<file path="src/pstc_ram.sv">
// Generic single-write, single-read synchronous RAM with registered read.
// No dependencies.
module pstc_ram #(
  parameter int WIDTH = 8,
  parameter int DEPTH = 16
) (
  input  logic                                   clk,
  input  logic                                   wr_en,
  input  logic [((DEPTH > 1) ? $clog2(DEPTH) : 1)-1:0] wr_addr,
  input  logic [WIDTH-1:0]                       wr_data,
  input  logic                                   rd_en,
  input  logic [((DEPTH > 1) ? $clog2(DEPTH) : 1)-1:0] rd_addr,
  output logic [WIDTH-1:0]                       rd_data
);

  logic [WIDTH-1:0] mem [DEPTH];

  always_ff @(posedge clk) begin
    if (wr_en) begin
      mem[wr_addr] <= wr_data;
    end
    if (rd_en) begin
      rd_data <= mem[rd_addr];
    end
  end

endmodule

</file>
<file path="config.mk">
export PLATFORM = sky130hd
export DESIGN_NAME = pstc_ram
export DESIGN_NICKNAME = d
export VERILOG_FILES = /design/src/pstc_ram.sv
export SDC_FILE = /design/constraint.sdc
export NUM_CORES = 1
export LEC_CHECK = 0
export BUFFER_PORTS_ARGS = -buffer_cell sky130_fd_sc_hd__buf_2
export CORE_UTILIZATION = 57
export CTS_BUF_LIST = sky130_fd_sc_hd__clkbuf_8
export CTS_CLUSTER_DIAMETER = 120
export DETAILED_ROUTE_END_ITERATION = 7
export PLACE_DENSITY = 0.78
export SLEW_MARGIN = 20
export SYNTH_ARGS = -nofsm -noshare
export SYNTH_HDL_FRONTEND = slang
export SYNTH_SLANG_ARGS = --single-unit
</file>
<file path="constraint.sdc">
create_clock -name clk -period 2.15 [get_ports clk]
set_clock_uncertainty 0.15 [all_clocks]
set_input_delay 0.645 -clock clk [delete_from_list [all_inputs] [get_ports clk]]
set_output_delay 0.645 -clock clk [all_outputs]
set_load 0.03 [all_outputs]
</file>
==> results.py <==
metrics = {
    "status": {
        "status": "finished, violations left",
        "violations": "DRC",
    },
    "yosys": {
        "yosysTopAreaCell": "edfxtp_1",
        "synth_seq_cells": 136,
        "yosysSeqAreaShare_pct": 78.1,
        "synth_top_area_share_pct": 78.1,
        "yosys-top-cells-area": "edfxtp_1, mux4_2, mux4_1, a22oi_1, nor2_1",
        "synth.avg_cell_area_um2": 22.8,
        "synth_area_um2": 5230,
        "synth_cell_type_count": 18,
        "yosysWarnings": 0,
        "synth_cells": 229,
        "synthesis.nets": 248,
    },
    "grt": {
        "gr-usage-all-layers_pct": 22.7,
        "grt_pass1_vias": 2547,
        "grt_max_degree": 22,
        "grt_remaining_overflow": 0,
        "antenna_found_initial": 0,
        "grt_pass1_wl_mm": 15.0,
    },
    "critical_path": {
        "critPathCaptureType": "flip-flop",
        "crit_path_start_kind": "primary input",
        "worstPathMaxFanout": 12,
        "cp_data_arrival_time_ns": 2.00,
        "rr_worst_depth": 3,
        "required_ns": 2.16,
        "crit_path_start": "rd_addr[0]",
        "path_class": "in2reg",
        "worstReg2RegStart": "mem[9][4]",
    },
    "sta": {
        "rsz0062_at_grt": "false",
        "finalCriticalPeriod_ns": 1.99,
        "drv_slew": 0,
        "finalCritPeriodShare_pct": 92.5,
        "slew_headroom_pct": 44.1,
        "fmax_mhz": 503,
        "hold_viol_final": 0,
        "fin_setup_tns_ns": 0,
        "setup_viol": 0,
        "tightest_slew_ns": 0.837,
    },
    "floorplan": {
        "top_level_ports": 27,
        "rows": 34,
        "start_util_pct": 59.4,
        "die_w_um": 97.8,
        "fp.dieH_um": 97.8,
        "core_area_um2": 8810,
        "die-area_um2": 9560,
    },
    "routing": {
        "vias": 2534,
        "wire_per_inst_um": 23.7,
        "totalWireLength_mm": 9.70,
        "vias_per_cell": 6.20,
        "drt_iter0_markers": 274,
        "ant_nets": 0,
        "drc": 7,
        "dr.pass1.iters": 7,
    },
    "clocking": {
        "cts_max_level": 4,
        "clock-root-buffer": "clkbuf_8",
        "cts_sinks": 136,
        "tritoncts": "done",
        "cts_setup_buffers": 0,
        "clockBufferDepth": 2,
        "post_cts_resize_count": 0,
        "clk-insertion-delay-late_ns": 0.42,
        "clk_pin_slew_worst_paths_ns": 0.07,
        "cts_buffers": 17,
        "cts_hold_buf": 0,
    },
    "pwr": {
        "peakVddDrop_v": 0.000459,
        "powerDensity_nw_per_um2": 871,
        "p_total_w": 0.00523,
        "power_leakage_nw": 2.03,
    },
    "final_layout": {
        "areaGrowthSynthToFinish_pct": 15.0,
        "final_cell_mix": "edfxtp_1, buf_2, buf_4",
        "final_nets": 307,
        "antenna_cells": 0,
        "nFillCells": 559,
        "drive_gt1_share_pct": 32.9,
        "mostFrequentLayoutCell": "edfxtp_1",
    },
    "hold_path": {
        "hp-class": "in2reg",
        "holdPathStages": 1,
        "worstHoldStart": "rd_en",
    },
    "place": {
        "place_congestion": 0.714,
        "portBuffers": 26,
        "hpwlAfterDp_mm": 5.96,
    },
    "run": {
        "drv_cap": 0,
    },
}
cells in the mapped netlist:
master and n:
a22oi_1 16, and2_1 1, and2b_1 1, buf_2 3, buf_4 1, buf_6 3, clkdlybuf4s25_2 3, edfxtp_1 136
mux4_1 14, mux4_2 18, nand2_1 9, nand2b_1 2, nand3_1 1, nand3b_1 2, nor2_1 13, nor2b_1 1
nor3_1 4, or3b_2 1
per-layer routing:
layer / up-vias / global-route usage [%] / share of wire, %
met4: 0 / 8.39 / 1.2
met2: 149 / 34.5 / 49
met5: - / 0 / 0
met1: 1279 / 32.0 / 40
li1: 1096 / - / -
met3: 10 / 6.73 / 9.4
critical path, stage by stage:
cell	delay [ns]
buf_2	0.11
buf_4	0.25
mux4_1	0.57
a22oi_1	0.32
nand2_1	0.08
state kept, by name, summed over array words and instances, names as in the netlist:
name and cells:
mem 128, rd_data 8
final timing paths:
path                      to  slack, ns
hold reg to reg   rd_data[3]       0.61
setup / recovery  rd_data[4]       0.16
hold / removal    rd_data[1]       0.44
setup reg to reg  rd_data[4]       0.45
cell type report:
type	count	area, µm²	area share [%]
sequential	136	4080	67.9
multi-input combinational	83	1060	17.7
timing repair buffer	50	360	5.99
clock buffer	17	234	3.89
clock inverter	15	138	2.29
tap	108	135	2.25
cells by family after synthesis:
kind of cell,after synthesis,synth area share (%)
buffers and inverters,10,1.65
flip-flops,136,78.1
AND/OR/NAND/NOR,35,3.14
multiplexers,32,14.8
AO/OA/AOI/OAI,16,2.30
power by group:
part	switching [W]	total [W]	internal [W]
Combinational	0.000181	0.000309	0.000128
Sequential	0.0000144	0.00300	0.00298
Clock	0.000919	0.00193	0.00101
Total	0.00112	0.00523	0.00412
stage by stage:
step / cells / hold WS (ns) / util, % / instance area, µm² / setup WS (ns)
finish: 409 / 0.438 / 68.3 / 6010 / 0.160
global route: 409 / 0.411 / 68.3 / 6010 / 0.0896
CTS: 409 / 0.414 / 68.3 / 6010 / 0.162
detailed placement: 377 / 0.596 / 64.1 / 5640 / -0.307
global placement: 377 / 0.586 / 64.1 / 5640 / -0.280
floorplan: 229 / 0.555 / - / 5230 / 0.0726
Power figures use the tool's default switching activity.
